File: src/hdl/xdiv_pkg.sv
// Types and constants shared by the divide unit's modules.
package xdiv_pkg;

  typedef enum logic [1:0] {
    OP_DIVU8  = 2'd0,
    OP_DIVS8  = 2'd1,
    OP_DIVU16 = 2'd2,
    OP_DIVS16 = 2'd3
  } op_t;

  // Quotient magnitude limits for the signed operations.
  localparam logic [15:0] SB_Q_POS_MAX = 16'h007f;
  localparam logic [15:0] SB_Q_NEG_MAX = 16'h0080;
  localparam logic [15:0] SW_Q_POS_MAX = 16'h7fff;
  localparam logic [15:0] SW_Q_NEG_MAX = 16'h8000;
  localparam logic [31:0] SW_MIN_DIVIDEND = 32'h8000_0000;

  // Classified divide as it waits between front and back.
  typedef struct packed {
    op_t         op;
    logic        n_neg;
    logic        d_neg;
    logic        err;
    logic [15:0] hi_mag;
    logic [15:0] lo_mag;
    logic [15:0] d_mag;
  } qword_t;

endpackage

File: src/hdl/xdiv_front.sv
// Front end: accepts a divide and reduces it to magnitudes, signs and early faults.
module xdiv_front (
  input  logic               in_push,
  input  logic [1:0]         in_operation,
  input  logic [15:0]        in_dividend_high,
  input  logic [15:0]        in_dividend_low,
  input  logic [15:0]        in_divisor,
  input  logic               q_full,
  output logic               q_wr_en,
  output xdiv_pkg::qword_t   q_wdata
);

  logic [31:0] n_mag;
  logic [31:0] n_word;
  logic [15:0] d_mag;
  logic        min_fault;

  assign n_word  = {in_dividend_high, in_dividend_low};
  assign q_wr_en = in_push && !q_full;

  always_comb begin
    n_mag         = 32'h0;
    d_mag         = 16'h0;
    min_fault     = 1'b0;
    q_wdata       = '0;
    q_wdata.op    = xdiv_pkg::op_t'(in_operation);
    unique case (xdiv_pkg::op_t'(in_operation))
      xdiv_pkg::OP_DIVU8: begin
        n_mag = {16'h0, in_dividend_low};
        d_mag = {8'h0, in_divisor[7:0]};
      end
      xdiv_pkg::OP_DIVS8: begin
        q_wdata.n_neg = in_dividend_low[15];
        q_wdata.d_neg = in_divisor[7];
        n_mag = {16'h0, in_dividend_low[15] ? (16'h0 - in_dividend_low) : in_dividend_low};
        d_mag = {8'h0, in_divisor[7] ? (8'h0 - in_divisor[7:0]) : in_divisor[7:0]};
      end
      xdiv_pkg::OP_DIVU16: begin
        n_mag = n_word;
        d_mag = in_divisor;
      end
      xdiv_pkg::OP_DIVS16: begin
        q_wdata.n_neg = in_dividend_high[15];
        q_wdata.d_neg = in_divisor[15];
        n_mag     = in_dividend_high[15] ? (32'h0 - n_word) : n_word;
        d_mag     = in_divisor[15] ? (16'h0 - in_divisor) : in_divisor;
        min_fault = (n_word == xdiv_pkg::SW_MIN_DIVIDEND);
      end
    endcase
    q_wdata.hi_mag = n_mag[31:16];
    q_wdata.lo_mag = n_mag[15:0];
    q_wdata.d_mag  = d_mag;
    q_wdata.err    = (d_mag == 16'h0) || min_fault;
  end

endmodule

File: src/hdl/xdiv_fifo.sv
// Short queue that decouples the front end from the divider pipeline.
module xdiv_fifo #(
  parameter int DEPTH = 4
) (
  input  logic             clk,
  input  logic             rst_n,
  input  logic             wr_en,
  input  xdiv_pkg::qword_t wdata,
  input  logic             rd_en,
  output xdiv_pkg::qword_t rdata,
  output logic             full,
  output logic             empty
);

  localparam int PW = (DEPTH > 1) ? $clog2(DEPTH) : 1;
  localparam int CW = $clog2(DEPTH + 1);
  localparam logic [PW-1:0] LAST = PW'(DEPTH - 1);
  localparam logic [CW-1:0] FULL_CNT = CW'(DEPTH);

  xdiv_pkg::qword_t mem_r [DEPTH];
  logic [PW-1:0] wr_ptr_r, wr_ptr_nxt;
  logic [PW-1:0] rd_ptr_r, rd_ptr_nxt;
  logic [CW-1:0] count_r, count_nxt;

  assign full  = (count_r == FULL_CNT);
  assign empty = (count_r == '0);
  assign rdata = mem_r[rd_ptr_r];

  always_comb begin
    wr_ptr_nxt = wr_ptr_r;
    rd_ptr_nxt = rd_ptr_r;
    count_nxt  = count_r;
    if (wr_en) begin
      wr_ptr_nxt = (wr_ptr_r == LAST) ? '0 : wr_ptr_r + 1'b1;
    end
    if (rd_en) begin
      rd_ptr_nxt = (rd_ptr_r == LAST) ? '0 : rd_ptr_r + 1'b1;
    end
    if (wr_en && !rd_en) begin
      count_nxt = count_r + 1'b1;
    end else if (rd_en && !wr_en) begin
      count_nxt = count_r - 1'b1;
    end
  end

  always_ff @(posedge clk) begin
    if (!rst_n) begin
      wr_ptr_r <= '0;
      rd_ptr_r <= '0;
      count_r  <= '0;
    end else begin
      wr_ptr_r <= wr_ptr_nxt;
      rd_ptr_r <= rd_ptr_nxt;
      count_r  <= count_nxt;
    end
  end

  always_ff @(posedge clk) begin
    if (wr_en) begin
      mem_r[wr_ptr_r] <= wdata;
    end
  end

endmodule

File: src/hdl/xdiv_back.sv
// Back end: sixteen-stage restoring divider, sign fix-up and output register.
module xdiv_back (
  input  logic             clk,
  input  logic             rst_n,
  input  logic             q_valid,
  input  xdiv_pkg::qword_t q_rdata,
  output logic             q_rd_en,
  output logic [15:0]      out_quotient,
  output logic [15:0]      out_remainder,
  output logic             out_divide_error,
  output logic             out_empty,
  input  logic             out_pop
);

  localparam int STEPS = 16;

  typedef struct packed {
    xdiv_pkg::op_t op;
    logic          n_neg;
    logic          d_neg;
    logic          err;
    logic [15:0]   rem;
    logic [15:0]   bits;
    logic [15:0]   dvs;
  } stage_t;

  // One quotient bit: the next dividend bit enters the partial remainder,
  // and the quotient bit enters at the bottom of the same shift word.
  function automatic stage_t step_f(stage_t s, logic first);
    logic [16:0] rem17;
    logic [16:0] diff;
    stage_t      o;
    o     = s;
    rem17 = {s.rem, s.bits[15]};
    diff  = rem17 - {1'b0, s.dvs};
    if (first && (s.rem >= s.dvs)) begin
      o.err = 1'b1;
    end
    o.bits = {s.bits[14:0], !diff[16]};
    o.rem  = diff[16] ? rem17[15:0] : diff[15:0];
    return o;
  endfunction

  stage_t        stg_r [STEPS+1];
  logic [STEPS:0] valid_r;
  logic          adv;
  logic          out_valid_r;
  logic [15:0]   quot_r, quot_nxt;
  logic [15:0]   rem_r, rem_nxt;
  logic          err_r, err_nxt;
  stage_t        fin;
  logic          q_neg;
  logic          ovf;
  logic [15:0]   q_fix;
  logic [15:0]   r_fix;
  logic          byte_op;

  // The whole pipe moves together whenever the output register can take a word.
  assign adv     = !out_valid_r || out_pop;
  assign q_rd_en = adv && q_valid;

  always_ff @(posedge clk) begin
    if (adv) begin
      stg_r[0].op    <= q_rdata.op;
      stg_r[0].n_neg <= q_rdata.n_neg;
      stg_r[0].d_neg <= q_rdata.d_neg;
      stg_r[0].err   <= q_rdata.err;
      stg_r[0].rem   <= q_rdata.hi_mag;
      stg_r[0].bits  <= q_rdata.lo_mag;
      stg_r[0].dvs   <= q_rdata.d_mag;
    end
  end

  for (genvar k = 0; k < STEPS; k++) begin : g_step
    always_ff @(posedge clk) begin
      if (adv) begin
        stg_r[k+1] <= step_f(stg_r[k], (k == 0));
      end
    end
  end

  always_ff @(posedge clk) begin
    if (!rst_n) begin
      valid_r <= '0;
    end else if (adv) begin
      valid_r <= {valid_r[STEPS-1:0], q_valid};
    end
  end

  assign fin     = stg_r[STEPS];
  assign q_neg   = fin.n_neg ^ fin.d_neg;
  assign byte_op = !fin.op[1];

  always_comb begin
    unique case (fin.op)
      xdiv_pkg::OP_DIVU8:  ovf = (fin.bits[15:8] != 8'h0);
      xdiv_pkg::OP_DIVS8:  ovf = q_neg ? (fin.bits > xdiv_pkg::SB_Q_NEG_MAX)
                                       : (fin.bits > xdiv_pkg::SB_Q_POS_MAX);
      xdiv_pkg::OP_DIVU16: ovf = 1'b0;
      xdiv_pkg::OP_DIVS16: ovf = q_neg ? (fin.bits > xdiv_pkg::SW_Q_NEG_MAX)
                                       : (fin.bits > xdiv_pkg::SW_Q_POS_MAX);
    endcase
    q_fix = q_neg ? (16'h0 - fin.bits) : fin.bits;
    r_fix = fin.n_neg ? (16'h0 - fin.rem) : fin.rem;
    if (byte_op) begin
      q_fix[15:8] = 8'h0;
      r_fix[15:8] = 8'h0;
    end
    err_nxt  = fin.err || ovf;
    quot_nxt = err_nxt ? 16'h0 : q_fix;
    rem_nxt  = err_nxt ? 16'h0 : r_fix;
  end

  always_ff @(posedge clk) begin
    if (!rst_n) begin
      out_valid_r <= 1'b0;
    end else if (adv) begin
      out_valid_r <= valid_r[STEPS];
    end
  end

  always_ff @(posedge clk) begin
    if (adv) begin
      quot_r <= quot_nxt;
      rem_r  <= rem_nxt;
      err_r  <= err_nxt;
    end
  end

  assign out_quotient     = quot_r;
  assign out_remainder    = rem_r;
  assign out_divide_error = err_r;
  assign out_empty        = !out_valid_r;

endmodule

File: src/hdl/x86_div_idiv_unit.sv
// Top level of the 8/16-bit signed and unsigned divide unit.
//
//   port group   direction  handshake        payload
//   in_          input      in_push/in_full  operation, dividend_high, dividend_low, divisor
//   out_         output     out_empty/out_pop quotient, remainder, divide_error
//
// A pushed word passes through the queue, the first divider stage, sixteen quotient-bit
// stages and the output register on its way to the result ports. A new word may be pushed
// every cycle while in_full is low.
// Reset clears the queue and all stage valid bits; in_full is low right after reset.
// While a result waits unpopped the divider stages hold; the queue keeps taking words
// until its QUEUE_DEPTH entries are used, and in_full then stays high until the pipe moves.
module x86_div_idiv_unit #(
  parameter int QUEUE_DEPTH = 4
) (
  input  logic        clk,
  input  logic        rst_n,
  input  logic        in_push,
  output logic        in_full,
  input  logic [1:0]  in_operation,
  input  logic [15:0] in_dividend_high,
  input  logic [15:0] in_dividend_low,
  input  logic [15:0] in_divisor,
  output logic [15:0] out_quotient,
  output logic [15:0] out_remainder,
  output logic        out_divide_error,
  output logic        out_empty,
  input  logic        out_pop
);

  xdiv_pkg::qword_t q_wdata;
  xdiv_pkg::qword_t q_rdata;
  logic             q_wr_en;
  logic             q_rd_en;
  logic             q_full;
  logic             q_empty;

  assign in_full = q_full;

  xdiv_front u_front (
    .in_push          (in_push),
    .in_operation     (in_operation),
    .in_dividend_high (in_dividend_high),
    .in_dividend_low  (in_dividend_low),
    .in_divisor       (in_divisor),
    .q_full           (q_full),
    .q_wr_en          (q_wr_en),
    .q_wdata          (q_wdata)
  );

  xdiv_fifo #(
    .DEPTH (QUEUE_DEPTH)
  ) u_fifo (
    .clk   (clk),
    .rst_n (rst_n),
    .wr_en (q_wr_en),
    .wdata (q_wdata),
    .rd_en (q_rd_en),
    .rdata (q_rdata),
    .full  (q_full),
    .empty (q_empty)
  );

  xdiv_back u_back (
    .clk              (clk),
    .rst_n            (rst_n),
    .q_valid          (!q_empty),
    .q_rdata          (q_rdata),
    .q_rd_en          (q_rd_en),
    .out_quotient     (out_quotient),
    .out_remainder    (out_remainder),
    .out_divide_error (out_divide_error),
    .out_empty        (out_empty),
    .out_pop          (out_pop)
  );

endmodule

File: config.mk
export PLATFORM = sky130hd
export DESIGN_NAME = x86_div_idiv_unit
export DESIGN_NICKNAME = d
export VERILOG_FILES = /design/src/hdl/xdiv_pkg.sv /design/src/hdl/xdiv_front.sv /design/src/hdl/xdiv_fifo.sv /design/src/hdl/xdiv_back.sv /design/src/hdl/x86_div_idiv_unit.sv
export SDC_FILE = /design/constraint.sdc
export NUM_CORES = 2
export LEC_CHECK = 0
export BUFFER_PORTS_ARGS = -buffer_cell sky130_fd_sc_hd__clkbuf_2
export CAP_MARGIN = 20
export CORE_MARGIN = 2
export CORE_UTILIZATION = 30
export CTS_BUF_LIST = sky130_fd_sc_hd__clkbuf_2 sky130_fd_sc_hd__clkbuf_4 sky130_fd_sc_hd__clkbuf_8
export CTS_CLUSTER_DIAMETER = 30
export DETAILED_ROUTE_END_ITERATION = 8
export GPL_TIMING_DRIVEN = 0
export PLACE_DENSITY = 0.56
export RECOVER_POWER = 100
export SLEW_MARGIN = 20
export SYNTH_ARGS = -nofsm -noshare
export SYNTH_HDL_FRONTEND = slang
export SYNTH_SLANG_ARGS = --single-unit
export TNS_END_PERCENT = 1
File: constraint.sdc
create_clock -name clk -period 37.5 [get_ports clk]
set_input_delay 7.5 -clock clk [delete_from_list [all_inputs] [get_ports clk]]
set_output_delay 7.5 -clock clk [all_outputs]
set_load 0.03 [all_outputs]
# After elaboration in Yosys (flattened, before gate mapping)
# Memories as Yosys holds them, arrays and structs flattened. A register that Yosys moved wholly into a read port is not among the register bits.
# Cells that the tools add are included.
# totals
mem_count,2
ramBits,1113
out_inout_bits,35
input_bits,54
ff_bits,58
# classes
add_sub_neg,26
magnitude_cmp,5
mux,41
reduce_logical,35
n_eq_ne,10
n_bitwise,2
# mem_list
name,words,width,rd,rd_ports_with_merged_regs,wr,line_no,rtl
u_back.stg_r,17,53,17,0,17,xdiv_back.sv:44,stage_t stg_r [STEPS+1];
u_fifo.mem_r,4,53,1,1,1,xdiv_fifo.sv:20,xdiv_pkg::qword_t mem_r [DEPTH];
# op_table
operator,n
$mux 16,20
$sub 17x16->17,16
$pmux 32 s4,1
$pmux 16 s4,1
$sub 1x16->16 const A,4
$eq 32x32->1 const B,1
$mux 32,1
$sub 1x32->32 const A,1
$logic_not 1->1,21
$ge 16x16->1,1
$gt 16x15->1 const B,1
$gt 16x16->1 const B,1
$gt 16x7->1 const B,1
$gt 16x8->1 const B,1
$logic_not 16->1,1
$eq 2x2->1 const B,6
$mux 1,9
$mux 2,4
$mux 8,1
$reduce_bool 8->1,1
$sub 1x8->8 const A,1
$mux 3,2
$add 2x1->2 const B,2
$eq 2x1->1 const B,2
other kinds (13),19

# Logic depth before layout (Yosys ltp)
# depth
ltp_word,7
depth_mapped,12

# Modules after synthesis
# From an unflattened synthesis, not the netlist that was laid out.
# hier_totals
hier_cells,3790
area_unflattened_um2,54649.9
# modules_own_cells
module,cells_each,area_per_inst_um2,instances
xdiv_back,3244,45016.9,1
xdiv_fifo,321,8169.1,1
xdiv_front,224,1460.2,1
x86_div_idiv_unit,1,3.8,1

# Worst setup path after synthesis
# OpenSTA, ideal clock, no wires.
# synth_path
path_kind,input to register
from,in out_pop
to,reg u_back.err_r (netlist: u_back.out_divide_error) (enable)
path_slack_ns,3.256
path_stages,3
arrival_time_ns,32.606
n_path_buf,1
cell_sequence,nor2_1 > clkinv_1 > clkbuf_1
# synth_between
elab_chain_cells,1
# synth_lines
item,line_no,rtl
from (decl),x86_div_idiv_unit.sv:28,input logic out_pop
$logic_or 1x1->1,xdiv_back.sv:59,assign adv = !out_valid_r || out_pop;
via u_back.adv,xdiv_back.sv:46,logic adv;
to (signal assigned),xdiv_back.sv:126,err_r <= err_nxt;
to (decl),xdiv_back.sv:50,"logic err_r, err_nxt;"
# The timed path passes the listed nets, and every way through them passes these cells.
# A chain may end at the register's enable or synchronous reset.

==> results by group <==
Critical path
  – Worst r2r src: u_back.out_valid_r
  – CP max FO: 55
  – Arrival time worst endpoint: 21.68 ns
  – Critical path destination: u_back.stg_r[0][868]
  – Reg-to-Reg End: u_back.stg_r[0][868]
  – Crit path from: out_pop
  – Reg2reg path depth: 11
  – Critical path class: input port to flop
  – CP Launch Type: input port
  – Setup crit end kind: flop
  – CP required: roughly 38 ns
  – R2r setup slk: 22.68 ns

Global route
  – First-pass GRT wire length: 166 mm
  – Vias in the first global route: 32.9k
  – Global Route Usage Sum: 11.0%
  – Antenna violations before repair: 3
  – Total congestion overflow: 0
  – Largest net degree at the start of global routing: 58

Route
  – Final ANT Viol Nets: 0
  – Max Used Layer: met4
  – M1 WL: 39.6 mm
  – Post-Route WL: 102 mm
  – DR iter-0 viols: 1499
  – Vias per cell: about 4.6
  – WL met2: 54.7 mm
  – Pre-Repair DR Iteration Count: 7
  – Avg WL per Cell: 15.0 um
  – WL met3: 4.22 mm
  – Vias: just over 30k
  – Final routed DRC violation total: 0

Clock tree
  – CTS buffer count: 281
  – Resized cells post-CTS: 0
  – Clk Tree Root Cell: clkbuf_8
  – Clk sink count: 1157
  – CTS H-Tree Depth: 5
  – CTS tree: built
  – Clk slew on worst S/H paths: 0.06 ns
  – Clock latency on the worst-skew pair: 0.95 ns
  – Cts hold-fix bufs: 0
  – Setup Buffers After CTS: 0
  – Clock Tree Buf Depth: 4

Logic synthesis
  – Fraction of registers with async set/reset: 0%
  – Mapped Cells: between 3k and 4k
  – Ys Warns: 0
  – Synth Cell Area: 0.0548 mm2
  – FF+latch count, synth: between 1k and 1.5k
  – Syn_nets: ~4.2k
  – Unique masters post-synth: 96
  – Post-synth EDFFs: 1130
  – Syn Area/Cell: 14.2 um2
  – Commonest register cell after synthesis: edfxtp_1
  – Post-synthesis sequential area ratio: approximately 63%

Die
  – Horiz. Die Dim: 431 um
  – Io pins: between 80 and 90
  – Die height: 431 um
  – Starting Density: 30.2%
  – Core box area: 0.181 mm2
  – Full die area: ~0.19 mm2
  – Rows: 156

Timing
  – Max Clock Freq: approximately 0.047 GHz
  – Final Hold Viols: 0
  – RSZ-0062 raised after global routing: false
  – Worst-case clock skew: 0.0693 ns
  – Worst slew pin tran: 2.92 ns
  – Setup TNS: 0 ns
  – Worst hold slack: 0.394 ns
  – Period utilisation layout: between 50 and 60%
  – Final worst setup slack: 16.42 ns
  – Slew Limit Fails: roughly 1.1k
  – Final Critical Period: 21.08 ns
  – Slew HR: -94.8%
  – Endpoints failing setup: 0

Run status
  – Status: complete, but fails checks
  – Failing checks: capacitance limit, slew limit

Layout
  – Fill count: 17.6k
  – Register area: 0.0345 mm2
  – Util after Layout: 35.0%
  – Nets: about 4.6k
  – Area Growth Syn to Fin: 15.6%
  – Share of cells above drive strength 1: ~16%
  – Area of the multi-input gates: 0.0183 mm2

Placement
  – Gpl congestion: ~0.84
  – Post-detailed-placement half-perimeter wirelength: 72.3 mm
  – Post-place setup slack: 26.30 ns
  – PortBufs: 87

Hold path
  – Hold/Removal Path Class: flop to flop

Job
  – Max Cap Viol: 26
## how the worst min path moves through the flow
| stage | startpoint | depth (start not counted) | to |
|---|---|---|---|
| after floorplan | u_back.stg_r[0][49] | 0 | u_back.stg_r[0][102] |
| after global routing | u_back.stg_r[0][284] | 0 | u_back.stg_r[0][338] |
| final | u_back.stg_r[0][102] | 0 | u_back.stg_r[0][155] |
| after detailed placement | u_back.stg_r[0][71] | 0 | u_back.stg_r[0][125] |
| after CTS | u_back.stg_r[0][130] | 0 | u_back.stg_r[0][184] |
| after global placement | u_back.stg_r[0][760] | 0 | u_back.stg_r[0][814] |
## cell type report
cell class              count  area share (%)
diodes                      3          0.0119
plain buffers              60           0.368
clock buffers             334            6.82
clock inverters           143            1.98
inverters                 332            1.97
multi-input cells        2306            28.9
flip-flops and latches   1157            54.4
well taps                2370            4.68
repair buffers            109           0.802
## flip-flops by register name (all words and copies together), names as in the netlist, named ones only
signal and flops:
u_fifo.mem_r 212, u_fifo.count_r 3, u_back.out_remainder 16, u_back.out_divide_error 1, u_back.valid_r 17, u_fifo.wr_ptr_r 2
u_back.out_valid_r 1, u_back.stg_r 885, u_back.out_quotient 16, u_fifo.rd_ptr_r 2
## per-stage QoR
stage / cell area, um2 / std cells
5_1_grt: 63300 / 6812
3_3_place_gp: 58200 / 6312
2_1_floorplan: 54800 / 3855
3_5_place_dp: 58800 / 6334
4_1_cts: 64300 / 6811
6_report: 63300 / 6814
## cells in the mapped netlist (all sizes together) (20+ instances only)
library cell	count	share of area, %
o21ai	182	1.7
ha	284	6.5
nor2	214	1.5
a21oi	186	1.7
nand2	196	1.4
edfxtp	1130	62
a21boi	44	0.60
and3	20	0.23
nor3	20	0.24
mux2i	39	0.71
a211oi	34	0.50
inv	330	2.3
xnor2	181	3.0
nor2b	52	0.63
dfxtp	27	0.99
buf	21	0.30
clkbuf	39	0.27
a21o	98	1.3
o31ai	33	0.53
nand3	50	0.48
mux2	208	4.4
xor2	73	1.2
o21a	44	0.60
nand2b	45	0.51
mux4	53	2.2
## per-layer routing
metal  global-route usage [%]  up-vias
li1                         -    15300
met1                     11.3    15000
met2                     20.7      583
met3                     2.44      286
met4                     5.34        0
met5                        0        -
## placed cells by master (no fill, tap or decap), drive strengths merged, types with 73 or more instances in the layout
| cell type | n |
|---|---|
| edfxtp | 1130 |
| clkbuf | 498 |
| inv | 333 |
| ha | 284 |
| nor2 | 214 |
| mux2 | 208 |
| nand2 | 196 |
| a21oi | 186 |
| o21ai | 182 |
| xnor2 | 181 |
| clkinv | 99 |
| a21o | 98 |
| xor2 | 73 |
## cells by family (layout without fill, tap and decap cells)
kind of cell	count (synthesis)	in the layout	share of synthesized area [%]
xor+xnor	254	254	4.14
compound gates	765	765	9.55
fa+ha+maj	301	301	7.11
flops	1157	1157	62.9
simple gates	686	686	6.17
mux	300	300	7.26
buf+inv	392	978	2.84
other cells	0	3	0
## critical path: stages
cell	delay, ns
clkbuf_2	0.07
nor2_1	0.13
clkinv_1	0.20
clkbuf_1	1.27
clkbuf_1	2.04
clkbuf_1	1.62
clkbuf_1	2.01
clkbuf_1	2.06
clkbuf_1	2.07
clkbuf_1	2.17
buf_12	0.32
Power is not shown: default switching activity piles up to over one toggle a cycle in this logic, so the estimate is an artifact.
